`src/bf33_pkg.sv`:
```
// shared constants and types for the 3x3 box filter
// no dependencies
package bf33_pkg;

   localparam int PIX_W = 8;
   localparam int COORD_W = 9;
   localparam int CFG_W = 10;
   localparam int SUM_W = 12;
   localparam int CSR_DATA_W = 32;
   localparam int CSR_ADDR_W = 3;
   localparam int RSP_DATA_W = 32;

   localparam int DEF_MAX_WIDTH = 512;
   localparam int DEF_MAX_HEIGHT = 512;
   localparam int DIM_MIN = 3;

   localparam logic [CFG_W-1:0] CFG_RESET = 10'd512;

   // floor(sum / 9) as (sum * 7282) >> 16, exact for sums up to 2295
   localparam int DIV9_RECIP_W = 13;
   localparam logic [DIV9_RECIP_W-1:0] DIV9_RECIP = 13'd7282;
   localparam int DIV9_SHIFT = 16;
   localparam int PROD_W = SUM_W + DIV9_RECIP_W;

   typedef enum logic {
      REG_LINE_WIDTH = 1'b0,
      REG_FRAME_HEIGHT = 1'b1
   } reg_index_type;

   typedef struct packed {
      logic [COORD_W-1:0] row;
      logic [COORD_W-1:0] col;
      logic done;
   } tag_type;

endpackage

```
`src/bf33_div9.sv`:
```
// divide-by-nine through a constant reciprocal, and the output register
// depends on bf33_pkg
module bf33_div9 import bf33_pkg::*; (
   input  logic clock,
   input  logic reset,
   input  logic in_valid,
   output logic in_ready,
   input  logic [SUM_W-1:0] in_sum,
   input  tag_type in_tag,
   output logic out_valid,
   input  logic out_ready,
   output logic [PIX_W-1:0] out_mean,
   output tag_type out_tag
);

   logic out_v_ff;
   logic [PIX_W-1:0] mean_ff;
   logic [PIX_W-1:0] mean_in;
   logic [PROD_W-1:0] prod;
   tag_type tag_ff;

   assign in_ready = !out_v_ff || out_ready;
   assign prod = PROD_W'(in_sum) * PROD_W'(DIV9_RECIP);
   assign mean_in = prod[DIV9_SHIFT +: PIX_W];

   always_ff @(posedge clock) begin
      if (reset) begin
         out_v_ff <= 1'b0;
      end else if (in_ready) begin
         out_v_ff <= in_valid;
      end
   end

   always_ff @(posedge clock) begin
      if (in_valid && in_ready) begin
         mean_ff <= mean_in;
         tag_ff <= in_tag;
      end
   end

   assign out_valid = out_v_ff;
   assign out_mean = mean_ff;
   assign out_tag = tag_ff;

endmodule

```
`config.mk`:
```
export PLATFORM = sky130hd
export DESIGN_NAME = bf33_div9
export DESIGN_NICKNAME = d
export VERILOG_FILES = /design/src/bf33_pkg.sv /design/src/bf33_div9.sv
export SDC_FILE = /design/constraint.sdc
export NUM_CORES = 1
export LEC_CHECK = 0
export ABC_AREA = 1
export BUFFER_PORTS_ARGS = -buffer_cell sky130_fd_sc_hd__buf_2
export CELL_PAD_IN_SITES_DETAIL_PLACEMENT = 0
export CELL_PAD_IN_SITES_GLOBAL_PLACEMENT = 1
export CORE_AREA = 2 2 108 110
export DETAILED_ROUTE_END_ITERATION = 6
export DIE_AREA = 0 0 110 112
export GPL_TIMING_DRIVEN = 1
export PLACE_DENSITY = 0.69
export SYNTH_ARGS = -nofsm -noshare
export SYNTH_HDL_FRONTEND = slang
export SYNTH_SLANG_ARGS = --single-unit
export TNS_END_PERCENT = 10
```
`constraint.sdc`:
```
create_clock -name clock -period 9 [get_ports clock]
set_clock_uncertainty 0.05 [all_clocks]
set_input_delay 1.8 -clock clock [delete_from_list [all_inputs] [get_ports clock]]
set_output_delay 1.8 -clock clock [all_outputs]
set_load 0.05 [all_outputs]
```
# == After elaboration in Yosys (flattened, before gate mapping) ==
# Cells that the tools add are included.
# word_totals
regBits,28
output_inout_bits,29
elab_cells,9
# classes
mul,1
reduce_logical,3
# op_table
operator,n
$mul 12x12->23 const B,1
$logic_and 1x1->1,1
$logic_not 1->1,1
$logic_or 1x1->1,1

# == Depth between registers and ports, before layout ==
# depth
word_depth,3
depth_mapped,20
ltp_nobuf,20

# == Least setup slack after synthesis ==
# No wires, ideal clock.
# synth_timing
path_type,input port to flip-flop
from,input port in_sum[1]
to,"register mean_ff[3], in the netlist out_mean[3], data pin"
setup_time_ps,260
arrival_ps,5416
required_ps,8690
setup_slack_ps,3274
path_stages,19
n_path_buf,0
path_cell_list,inv_1 -> fa_1 -> inv_1 -> ha_1 -> inv_1 -> fa_1 -> inv_1 -> fa_1 -> inv_1 -> fa_1 -> inv_1 -> ha_1 -> nand2_1 -> inv_1 -> a21oi_1 -> nor2_1 -> nor2_1 -> nand2_1 -> xor2_1
# synth_between
elab_chain_cells,1
# synth_rtl
element,line,text
from (decl),bf33_div9.sv:8,"input logic [SUM_W-1:0] in_sum,"
$mul 12x12->23,bf33_div9.sv:23,assign prod = PROD_W'(in_sum) * PROD_W'(DIV9_RECIP);
via prod[19],bf33_div9.sv:19,logic [PROD_W-1:0] prod;
to (signal assigned),bf33_div9.sv:36,mean_ff <= mean_in;
to (decl),bf33_div9.sv:17,logic [PIX_W-1:0] mean_ff;
# The timed path passes the listed nets, and every way through them passes these cells.
# A chain may end at the register's enable or synchronous reset.

# == Worst setup path in the final report ==
# Same ends and word-level chain as after synthesis.

==> key figures <==
Status
  – Status: completed

Power
  – Worst vdd ir: ~0.15 mV
  – Total power: 1.162 mW
  – Static Leak: 2.109 nW
  – Power per cell area: 303.3 mW/mm2

Route
  – Drt pass-1 iters: 6
  – Iteration-0 DRC count of the detailed router: 107
  – Drt wl/cell: 12.06 um
  – DRC violations left: 0
  – Vias: 2451
  – Vias per inst: approximately 4.4
  – Antenna-violating nets left: 0
  – Post-Route WL: 6.768 mm

Min path
  – Hold path cells: 2
  – Worst Hold Class: flip-flop to flip-flop

Synth
  – Mapped Cells: 350
  – Register area share after synthesis: 0.2559
  – Post-synth EDFFs: 27
  – Most common cell in the netlist: inv_1
  – Synth Flop Type: edfxtp_1
  – Area share of the largest cell type after synthesis: 0.2543
  – Main area contributors after synthesis: ha_1 25%, edfxtp_1 25%, fa_1 18%
  – Post-synth ARST share: 0
  – Syn. warnings: 0
  – Mapped Area: 0.003247 mm2
  – Yosys top cell by area: ha_1
  – Synth Register Bits: 28
  – Post-synthesis net count: 480
  – Synth top cells by count: 84 x inv_1, 66 x ha_1, 61 x nand2_1, 29 x fa_1, 27 x edfxtp_1
  – Syn_area_per_cell: between 9 and 10 um2
  – Synth cell types: 26

Worst setup path
  – Reg2reg path depth: 2
  – Top Family by Delay on Critical Path: adder cells
  – Crit path DAT: around 5.7 ns
  – CP max FO: 4
  – Critical Path Max Stage Delay: 0.52 ns
  – Critical path type: input port to flip-flop
  – Startpoint Class: input port
  – Levels on crit path: 20
  – Crit end category: flip-flop
  – Req. time, crit path: just under 9 ns
  – CP bufs+invs: 8
  – Slowest-stage cell, CP: fa_1
  – Most used cell, CP: inv_1
  – Crit path cell chain: buf_2 > inv_1 > fa_1 > inv_1 > ha_1 > inv_1 > fa_1 > inv_1 > fa_1 > inv_1 > fa_1 > inv_1 > ha_1 > nand2_1 > inv_1 > a21oi_1 > nor2_1 > nor2_1 > nand2_1 > xor2_1

STA
  – Max Slew Vio Count: 0
  – Max-Slew Margin vs Limit: 0.7657
  – Final Hold Viols: 0
  – Unrepaired setup endpoints after global routing: no
  – Fin Setup TNS: 0 ns
  – Worst-Margin Slew: roughly 0.35 ns
  – Minimum clock period: slightly below 6 ns
  – FMAX: ~0.17 GHz
  – Final worst path period share: 0.6407
  – Final setup fails: 0

Layout
  – Fillcell total: roughly 1200
  – Ant diodes: 0
  – Multi-input logic area: around 0.0021 mm2
  – Share of layout cells above drive strength 1: 0.1866
  – Layout Nets: around 550
  – Synth-to-layout area growth: 18.00%
  – Register area: 830.8 um2
  – Fin area: approximately 0.0038 mm2

CTS
  – Hold_buf cts: 0
  – Cts bufs inserted: 3
  – H-tree depth: 1
  – Setup bufs post-CTS: 0
  – CTS tree: done
  – Clock latency at the later pin of the worst-skew pair: around 0.25 ns
  – Clock-pin slew of the registers on the worst-case setup and hold paths: 0.06 ns
  – Clock sink total: 28
  – Clock Tree Root: clkbuf_16
  – PostCTS Resize Cnt: 0
  – Bufs on Longest Clock Path: 2

Global route
  – Pin count of the biggest net entering global routing: 28
  – First-pass GRT wire length: roughly 12 mm
  – Initial antenna violation count: 0
  – Gr ovfl total: 0
  – Number of global-route vias before repair: ~2600
  – GRT Total Usage: 0.1173

Place
  – I/O Buffers: 63
  – Detailed Place HPWL: approximately 6 mm
  – Placer Congestion: approximately 0.88
  – Dpl cell area: 0.003752 mm2

Die
  – Die area: between 0.01 and 0.015 mm2
  – Die X: 110 um
  – Die H: roughly 110 um
  – Initial Utilization: 0.2906
  – Io pins: 64
  – CORE AREA: 0.01117 mm2
  – # rows: 39

Flow run
  – Maxcap violations: 0
## sequential cells by signal (all words and copies together) (netlist names)
register,count
out_mean,8
out_tag,19
out_valid,1
## cell families (layout without fill, tap and decap cells)
| family | count (synthesis) | count (layout) | synth area share |
|---|---|---|---|
| AO/OA/AOI/OAI | 29 | 29 | 0.05357 |
| XOR/XNOR | 6 | 6 | 0.01618 |
| adder cells (fa/ha/maj) | 95 | 95 | 0.4331 |
| buffers and inverters | 85 | 153 | 0.09826 |
| flip-flops | 28 | 28 | 0.2559 |
| AND/OR/NAND/NOR | 107 | 107 | 0.1430 |
## path summary, 6_finish.rpt
kind | to | slack [ns] | from
min reg2reg | out_valid | 0.47 | out_valid
max | out_mean[3] | 3.23 | in_sum[1]
max reg2reg | out_tag[10] | 7.82 | out_valid
min | out_valid | 0.47 | out_valid
## worst register-to-register path: cells and delay by family (launching register included)
family                 cells  cell delay (ns)
flip-flops                 1             0.33
buffers and inverters      1             0.33
AO/OA/AOI/OAI              1             0.14
## cell type report
cell class                      instances  area share
Clock buffer                            3     0.01960
Tap cell                              143     0.04670
Timing Repair Buffer                   64     0.08426
Multi-Input combinational cell        237      0.5483
Sequential cell                        28      0.2169
Inverter                               85     0.08328
Clock inverter                          1   0.0009798
## cells in the final DEF (no fill, tap or decap), types with 2 or more instances in the layout
master | netlist | final
a21o_1 | 4 | 4
a21boi_1 | 3 | 3
o21bai_1 | 3 | 3
nand4_1 | 4 | 4
a21oi_2 | 1 | 2
nor2_2 | 2 | 2
buf_2 | 0 | 63
edfxtp_1 | 27 | 27
nand2_1 | 61 | 61
xnor2_1 | 2 | 2
o21ai_0 | 2 | 2
nor3_2 | 2 | 2
o21ai_1 | 2 | 2
clkbuf_16 | 0 | 3
nand2_2 | 2 | 2
nand3_1 | 13 | 13
inv_1 | 84 | 84
fa_1 | 29 | 29
xor2_1 | 4 | 4
a21oi_1 | 14 | 13
ha_1 | 66 | 66
nor2_1 | 19 | 19
## power breakdown
part	leakage, nW	switching, mW	total (mW)	internal (mW)
sequential	0.270	0.00533	0.192	0.187
clock	0.0385	0.0362	0.0955	0.0593
combinational	1.80	0.569	0.874	0.305
## metrics by stage
stage               cells  setup slack (ns)    util  hold WS [ns]
CTS                   561             3.208  0.3429        0.4728
global placement      557             2.977  0.3358        0.4421
finish                561             3.233  0.3429        0.4661
floorplan             350             3.274       -         1.021
global route          561             2.952  0.3429        0.5213
detailed placement    557             2.943  0.3358        0.4633
## per-layer routing
metal	GRT usage	up-vias	wire, um
met4	0.04051	0	157
met2	0.2016	74	3040
met1	0.1535	1113	3187
li1	-	1250	-
met3	0.008197	14	382
met5	0	-	0
Note: power is estimated with default switching activity, not from simulation.
