==> src/bf33_pkg.sv <==
// shared constants and types for the 3x3 box filter
// no dependencies
package bf33_pkg;

   localparam int PIX_W = 8;
   localparam int COORD_W = 9;
   localparam int CFG_W = 10;
   localparam int SUM_W = 12;
   localparam int CSR_DATA_W = 32;
   localparam int CSR_ADDR_W = 3;
   localparam int RSP_DATA_W = 32;

   localparam int DEF_MAX_WIDTH = 512;
   localparam int DEF_MAX_HEIGHT = 512;
   localparam int DIM_MIN = 3;

   localparam logic [CFG_W-1:0] CFG_RESET = 10'd512;

   // floor(sum / 9) as (sum * 7282) >> 16, exact for sums up to 2295
   localparam int DIV9_RECIP_W = 13;
   localparam logic [DIV9_RECIP_W-1:0] DIV9_RECIP = 13'd7282;
   localparam int DIV9_SHIFT = 16;
   localparam int PROD_W = SUM_W + DIV9_RECIP_W;

   typedef enum logic {
      REG_LINE_WIDTH = 1'b0,
      REG_FRAME_HEIGHT = 1'b1
   } reg_index_type;

   typedef struct packed {
      logic [COORD_W-1:0] row;
      logic [COORD_W-1:0] col;
      logic done;
   } tag_type;

endpackage

==> src/bf33_window.sv <==
// 3x3 window registers and the nine-term sum stage
// depends on bf33_pkg
module bf33_window import bf33_pkg::*; (
   input  logic clock,
   input  logic reset,
   input  logic in_valid,
   output logic in_ready,
   input  logic in_emit,
   input  tag_type in_tag,
   input  logic [PIX_W-1:0] in_top,
   input  logic [PIX_W-1:0] in_mid,
   input  logic [PIX_W-1:0] in_bot,
   output logic out_valid,
   input  logic out_ready,
   output logic [SUM_W-1:0] out_sum,
   output tag_type out_tag
);

   logic [PIX_W-1:0] win_ff [9];
   logic [PIX_W-1:0] win_in [9];
   logic win_v_ff;
   tag_type win_tag_ff;
   logic sum_v_ff;
   logic [SUM_W-1:0] sum_ff;
   logic [SUM_W-1:0] sum_in;
   tag_type sum_tag_ff;
   logic sum_adv;
   logic win_adv;
   logic in_fire;

   assign sum_adv = sum_v_ff && out_ready;
   assign win_adv = win_v_ff && (!sum_v_ff || sum_adv);
   assign in_ready = !win_v_ff || win_adv;
   assign in_fire = in_valid && in_ready;

   always_comb begin
      for (int k = 0; k < 3; k++) begin
         win_in[k*3]     = win_ff[k*3+1];
         win_in[k*3 + 1] = win_ff[k*3+2];
      end
      win_in[2] = in_top;
      win_in[5] = in_mid;
      win_in[8] = in_bot;
   end

   always_comb begin
      sum_in = '0;
      for (int k = 0; k < 9; k++) begin
         sum_in = sum_in + SUM_W'(win_ff[k]);
      end
   end

   always_ff @(posedge clock) begin
      if (reset) begin
         for (int k = 0; k < 9; k++) begin
            win_ff[k] <= '0;
         end
         win_v_ff <= 1'b0;
         sum_v_ff <= 1'b0;
      end else begin
         if (in_fire) begin
            win_ff <= win_in;
            win_v_ff <= in_emit;
         end else if (win_adv) begin
            win_v_ff <= 1'b0;
         end
         if (win_adv) begin
            sum_v_ff <= 1'b1;
         end else if (sum_adv) begin
            sum_v_ff <= 1'b0;
         end
      end
   end

   always_ff @(posedge clock) begin
      if (in_fire) begin
         win_tag_ff <= in_tag;
      end
      if (win_adv) begin
         sum_ff <= sum_in;
         sum_tag_ff <= win_tag_ff;
      end
   end

   assign out_valid = sum_v_ff;
   assign out_sum = sum_ff;
   assign out_tag = sum_tag_ff;

endmodule

==> config.mk <==
export PLATFORM = sky130hd
export DESIGN_NAME = bf33_window
export DESIGN_NICKNAME = d
export VERILOG_FILES = /design/src/bf33_pkg.sv /design/src/bf33_window.sv
export SDC_FILE = /design/constraint.sdc
export NUM_CORES = 1
export LEC_CHECK = 0
export ABC_AREA = 0
export BUFFER_PORTS_ARGS = -buffer_cell sky130_fd_sc_hd__buf_2
export CORE_UTILIZATION = 60
export CTS_BUF_LIST = sky130_fd_sc_hd__clkbuf_4 sky130_fd_sc_hd__clkbuf_8 sky130_fd_sc_hd__clkbuf_16
export CTS_CLUSTER_DIAMETER = 30
export CTS_CLUSTER_SIZE = 10
export DETAILED_ROUTE_END_ITERATION = 10
export GPL_TIMING_DRIVEN = 0
export PLACE_DENSITY_LB_ADDON = 0.05
export SLEW_MARGIN = 20
export SYNTH_ARGS = -nofsm -noshare
export SYNTH_HDL_FRONTEND = slang
export SYNTH_SLANG_ARGS = --single-unit
export TNS_END_PERCENT = 5
==> constraint.sdc <==
create_clock -name clock -period 12.45 [get_ports clock]
set_input_delay 1.245 -clock clock [delete_from_list [all_inputs] [get_ports clock]]
set_output_delay 1.245 -clock clock [all_outputs]
set_load 0.05 [all_outputs]
* Word level (Yosys, flattened, before mapping)
Cells that the tools add are included.
** Operators by class
- Add/sub/neg operators :: 8
- Multiply operators :: 0
- Divide/modulo/power cells :: 0
- Magnitude comparators :: 0
- Equal/unequal tests :: 0
- Shift-type cells :: 0
- Muxes and demuxes :: 4
- Bitwise logic cells :: 0
- Reduce and logical (&&, ||, !) cells :: 9
** Operators by type and width (count)
- $add A12 B8 Y12 :: 4
- $add A11 B8 Y12 :: 1
- $add A10 B8 Y11 :: 1
- $add A9 B8 Y10 :: 1
- $add A8 B8 Y9 :: 1
- $mux W1 :: 4
- $reduce_bool A2 Y1 :: 2
- $logic_and A1 B1 Y1 :: 3
- $logic_not A1 Y1 :: 2
- $logic_or A1 B1 Y1 :: 2
** Word-level totals
- Register bits :: 124
- Latch bits :: 0
- RAM bits :: 0
- Bits in read-only memories :: 0
- Input bits :: 48
- Output and inout port bits :: 33
- Word-level logic and storage cells :: 39
- Memories kept :: 0

* Longest topological paths before layout
- Depth after elaboration :: 8
- Depth in mapped cells :: 15
- Gate-level depth less buffers :: 15

* Least setup slack after synthesis
No wires, ideal clock.
- Kind :: input -> register
- Start point :: input out_ready
- End point :: register sum_ff[0] (netlist: out_sum[0]) (enable)
- Setup time :: 467 ps
- Data arrival time :: 3581 ps
- Data required time :: 11983 ps
- Slack :: 8402 ps
- Stages :: 2
- Buffers on the path :: 0
- Cells stage by stage :: inv_1 a21boi_0
** Between the ends
- Longest elaborated chain between the ends :: 3
** Ends and longest elaborated chain
- start: declaration :: line bf33_window.sv:14 : input logic out_ready,
- $logic_and A1 B1 Y1 :: line bf33_window.sv:31 : assign sum_adv = sum_v_ff && out_ready;
- $logic_or A1 B1 Y1 :: line bf33_window.sv:32 : assign win_adv = win_v_ff && (!sum_v_ff || sum_adv);
- $logic_and A1 B1 Y1 :: line bf33_window.sv:32
- net win_adv :: line bf33_window.sv:28 : logic win_adv;
- end signal: assignment :: line bf33_window.sv:80 : sum_ff <= sum_in;
- end: declaration :: line bf33_window.sv:24 : logic [SUM_W-1:0] sum_ff;
The timed path passes the listed nets, and every way through them passes these cells.
A chain may end at the register's enable or synchronous reset.

* Worst setup path in the final report
- Start point :: register win_ff[2] in the netlist's numbering
- End point :: register sum_ff[10] (netlist: out_sum[10]) (data pin)
** Between the ends
- Longest elaborated chain between the ends :: 1
** Ends and longest elaborated chain
- start: declaration :: line bf33_window.sv:19 : logic [PIX_W-1:0] win_ff [9];
- start signal: assignment :: line bf33_window.sv:62 : win_ff <= win_in;
- $add A12 B8 Y12 :: line bf33_window.sv:49 : sum_in = sum_in + SUM_W'(win_ff[k]);
- net sum_in[10] :: line bf33_window.sv:25 : logic [SUM_W-1:0] sum_in;
The timed path passes the listed nets, and every way through them passes these cells.

==> parameters.txt <==
Parameter                              Value

Run
  Number of max-cap violations ... 0

Setup path
  Reg2reg end ... out_sum[10]
  Arrival time at the worst endpoint ... ~4500 ps
  Worst Setup Path Type ... register to register
  Startpoint of the lowest-slack register-to-register path ... win_ff[2]
  Required time of the critical path ... 12710 ps
  Count of cells along the worst register-to-register path ... 15
  CP Launch Type ... register
  Max Fanout on Critical Path ... 3
  Reg-to-reg setup timing slack ... 8220 ps
  Critical Path Sink Type ... register

Clocking
  Post-CTS Repair Setup Buffers ... 0
  Clock tree from TritonCTS ... built
  Later-pin clock latency in the skew report ... 520 ps
  CTS buffer count ... 17
  Number of buffers inserted by hold repair at cts ... 0
  Sink count of the clock tree ... approximately 120
  Total of cells resized after clock tree synthesis ... 0
  CTS clk-pin slew, worst paths ... 60 ps
  Number of H-tree levels ... 4
  Library cell used as clock root buffer ... sky130_fd_sc_hd__clkbuf_8
  Clk buf depth ... 2

Floorplan
  Cell row count ... 35
  Die boundary height ... a little over 100 um
  Area of the placeable core ... 0.00937 sq mm
  Area of the die ... 0.0102 sq mm
  Ports placed on the boundary ... 81
  Horizontal die dimension ... 101 um
  Initial cell density of the core ... between 60% and 70%

Global routing
  Wire length of the first global-routing pass ... approximately 19000 um
  Remaining global-route overflow ... 0
  Initial antenna violation count ... 0
  Overall routing resource usage ... 26.0%
  Via count of the first global-routing pass ... 4120
  Largest net degree at the start of global routing ... 29

Synthesis
  Post-synthesis mux area share ... 0%
  EDFF count, synth ... 50
  Xor and xnor fraction of the mapped netlist area ... less than 1%
  Share of Yosys cell area claimed by the top area cell type ... 25.6%
  Post-synthesis sequential element count ... 124
  Synth warn ... 0
  Largest cells by area after synthesis ... sky130_fd_sc_hd__edfxtp_1 26%, sky130_fd_sc_hd__dfxtp_1 25%, sky130_fd_sc_hd__fa_1 18%
  Number of library cell types mapped by synthesis ... 32
  Combined area of all synthesized cells ... just under 0.006 sq mm
  Sequential cell area fraction in the yosys report ... 50.8%
  Combinational family with the most area after synthesis ... adder cells
  Syn avg cell area ... 10.7 sq um
  Number of nets produced by synthesis ... about 660
  Dominant cell type by area after synthesis ... sky130_fd_sc_hd__edfxtp_1
  Synth async-reset ratio ... 0%
  Fraction of the mapped netlist area in simple logic gates ... 11.0%
  Mapped Cells ... 546
  Most used flip-flop cell after synthesis ... sky130_fd_sc_hd__dfxtp_1
  Share of the synthesized area in compound gates (AO/OA/AOI/OAI) ... 8.65%
  Arithmetic-cell share of the synthesized area counting full adders, half adders and majority gates ... about a fifth

Drt
  First drt pass iteration count ... 5
  DRT iter0 DRCs ... roughly 170
  Average detailed-routed wire length per instance ... 15.2 um
  Number of vias per cell ... 5.09
  Total detailed-routing wirelength ... 12000 um
  Detailed-route DRC error count ... 0
  Total number of vias ... approximately 4000
  Remaining antenna violation count ... 0

Timing
  Final period utilization ... 34.0%
  Relative max-transition margin ... 58.2%
  Hold violation count in the final report ... 0
  Highest clock rate ... approximately 240 MHz
  RSZ-0062 raised after global routing ... false
  Clock skew after layout ... between 9 and 10 ps
  Total negative setup slack ... 0 ps
  Minimum period implied by the final worst setup slack ... between 4000 and 5000 ps
  Max-slew violation total from the final report ... 0
  Slew at the pin closest to its max-slew limit ... between 600 and 700 ps
  Final setup violating endpoints ... 0

Hold path
  Hold Startpoint ... win_tag_ff[14]
  Worst Hold Endpoint ... out_tag[14]
  Hold Path Stages ... 0
  Hold crit path type ... register to register

Power and ir drop
  Combinational cell fraction of total power ... 13.3%
  Sequential fraction of design power ... 39.6%
  Proportion of total power due to net switching ... about a quarter
  VDD IR-drop max ... 114 uV
  Switching power of the nets ... ~0.29 mW
  Power density over cell area ... around 160 mW/mm^2
  P_leak ... 3.09 nW
  Clock power share ... 47.1%
  Internal power component ... approximately 0.86 mW

Layout
  Diode count ... 0
  Filler instances ... 678
  Final core utilization ... 76.0%
  Number of standard cells in the final layout excluding fillers ... 787
  Relative area change from synthesis to final layout ... 21.3%
  Final-stage net count ... between 700 and 800
  Share of final-layout standard cells stronger than drive strength 1 ... between 20% and 30%

Run status
  Run status ... complete, no violations

Place
  Input/output buffers ... 79
  Half-perimeter wire length after placement ... 8200 um
  Inst Count DP ... 755
  Gpl congestion ... approximately 0.85
-- sequential cells by signal (all words and copies together), names as in the netlist --
name	count
out_tag	19
out_valid	1
out_sum	12
win_ff	72
win_tag_ff	19
win_v_ff	1
-- cells in the mapped netlist (4+ instances only) --
cell	number
sky130_fd_sc_hd__ha_1	13
sky130_fd_sc_hd__inv_1	79
sky130_fd_sc_hd__nand2_1	147
sky130_fd_sc_hd__dfxtp_1	74
sky130_fd_sc_hd__buf_4	14
sky130_fd_sc_hd__edfxtp_1	50
sky130_fd_sc_hd__fa_1	54
sky130_fd_sc_hd__xnor2_1	4
sky130_fd_sc_hd__a21oi_1	76
sky130_fd_sc_hd__clkbuf_1	7
-- cells in the final DEF (no fill, tap or decap), types with 4 or more instances in the layout --
cell and instances:
sky130_fd_sc_hd__edfxtp_1 50, sky130_fd_sc_hd__dfxtp_1 74, sky130_fd_sc_hd__clkbuf_16 18, sky130_fd_sc_hd__clkbuf_1 7, sky130_fd_sc_hd__ha_1 13, sky130_fd_sc_hd__nand2_1 147
sky130_fd_sc_hd__a21oi_1 76, sky130_fd_sc_hd__bufinv_16 4, sky130_fd_sc_hd__buf_4 14, sky130_fd_sc_hd__fa_1 54, sky130_fd_sc_hd__xnor2_1 4, sky130_fd_sc_hd__buf_2 80
sky130_fd_sc_hd__inv_1 79
-- worst max-delay path by stage --
stage / startpoint / endpoint / slack [ps]
after CTS: win_ff[2] / out_sum[10] / 8200
final: win_ff[2] / out_sum[10] / 8220
after global placement: out_ready / out_tag[17] / 7410
after detailed placement: win_ff[2] / out_sum[10] / 8260
after global routing: win_ff[2] / out_sum[10] / 7990
after floorplan: out_ready / out_sum[0] / 8400
-- critical path, stage by stage (launching register included) --
cell and delay, ps:
sky130_fd_sc_hd__dfxtp_1 400, sky130_fd_sc_hd__inv_1 90, sky130_fd_sc_hd__fa_1 540, sky130_fd_sc_hd__inv_1 60, sky130_fd_sc_hd__fa_1 510, sky130_fd_sc_hd__fa_1 560
sky130_fd_sc_hd__inv_1 60, sky130_fd_sc_hd__fa_1 460, sky130_fd_sc_hd__inv_1 70, sky130_fd_sc_hd__ha_1 160, sky130_fd_sc_hd__inv_1 50, sky130_fd_sc_hd__fa_1 390
sky130_fd_sc_hd__and2b_1 250, sky130_fd_sc_hd__o211ai_2 100, sky130_fd_sc_hd__a31oi_1 190, sky130_fd_sc_hd__xor2_1 90
-- power by group through the flow --
| stage | clock network (mW) | logic (mW) | registers [mW] |
|---|---|---|---|
| 3_3_place_gp | 0 | 0.145 | 0.463 |
| 2_1_floorplan | 0 | 0.0957 | 0.478 |
| 3_5_place_dp | 0 | 0.150 | 0.464 |
| 5_1_grt | 0.565 | 0.173 | 0.457 |
| 4_1_cts | 0.545 | 0.155 | 0.455 |
| 6_report | 0.541 | 0.152 | 0.455 |
-- through the flow --
stage               setup slack, ps  instance area [sq um]  total power [mW]  hold WS (ps)
global route                   7990                   7120              1.19           425
global placement               7410                   6430             0.608           400
finish                         8220                   7120              1.15           418
detailed placement             8260                   6460             0.614           405
CTS                            8200                   7120              1.15           420
floorplan                      8400                   5870             0.574           400
-- per-layer routing --
metal | vias up | global-route usage (%) | part of all wire [%]
met2 | 116 | 44.9 | 52
met4 | 0 | 9.70 | 1.6
met1 | 1946 | 31.6 | 42
li1 | 1925 | - | -
met5 | - | 0 | 0
met3 | 19 | 6.45 | 5.1
-- logic make-up (layout without fill, tap and decap cells) --
logic type,count (synthesis),in the layout
AO/OA/AOI/OAI,88,88
XOR/XNOR,6,6
adder cells (fa/ha/maj),67,67
buffers and inverters,102,214
flip-flops,124,124
AND/OR/NAND/NOR,159,159
-- area by class of cell --
cell class	instances	area (sq um)	area share, %
repair buffers	80	423	5.94
plain buffers	22	136	1.92
inverters	80	303	4.25
flip-flops and latches	124	2980	41.9
clock buffers	21	479	6.73
well taps	129	161	2.27
clock inverters	11	176	2.48
multi-input cells	320	2460	34.5
Note: power is estimated with default switching activity, not from simulation.
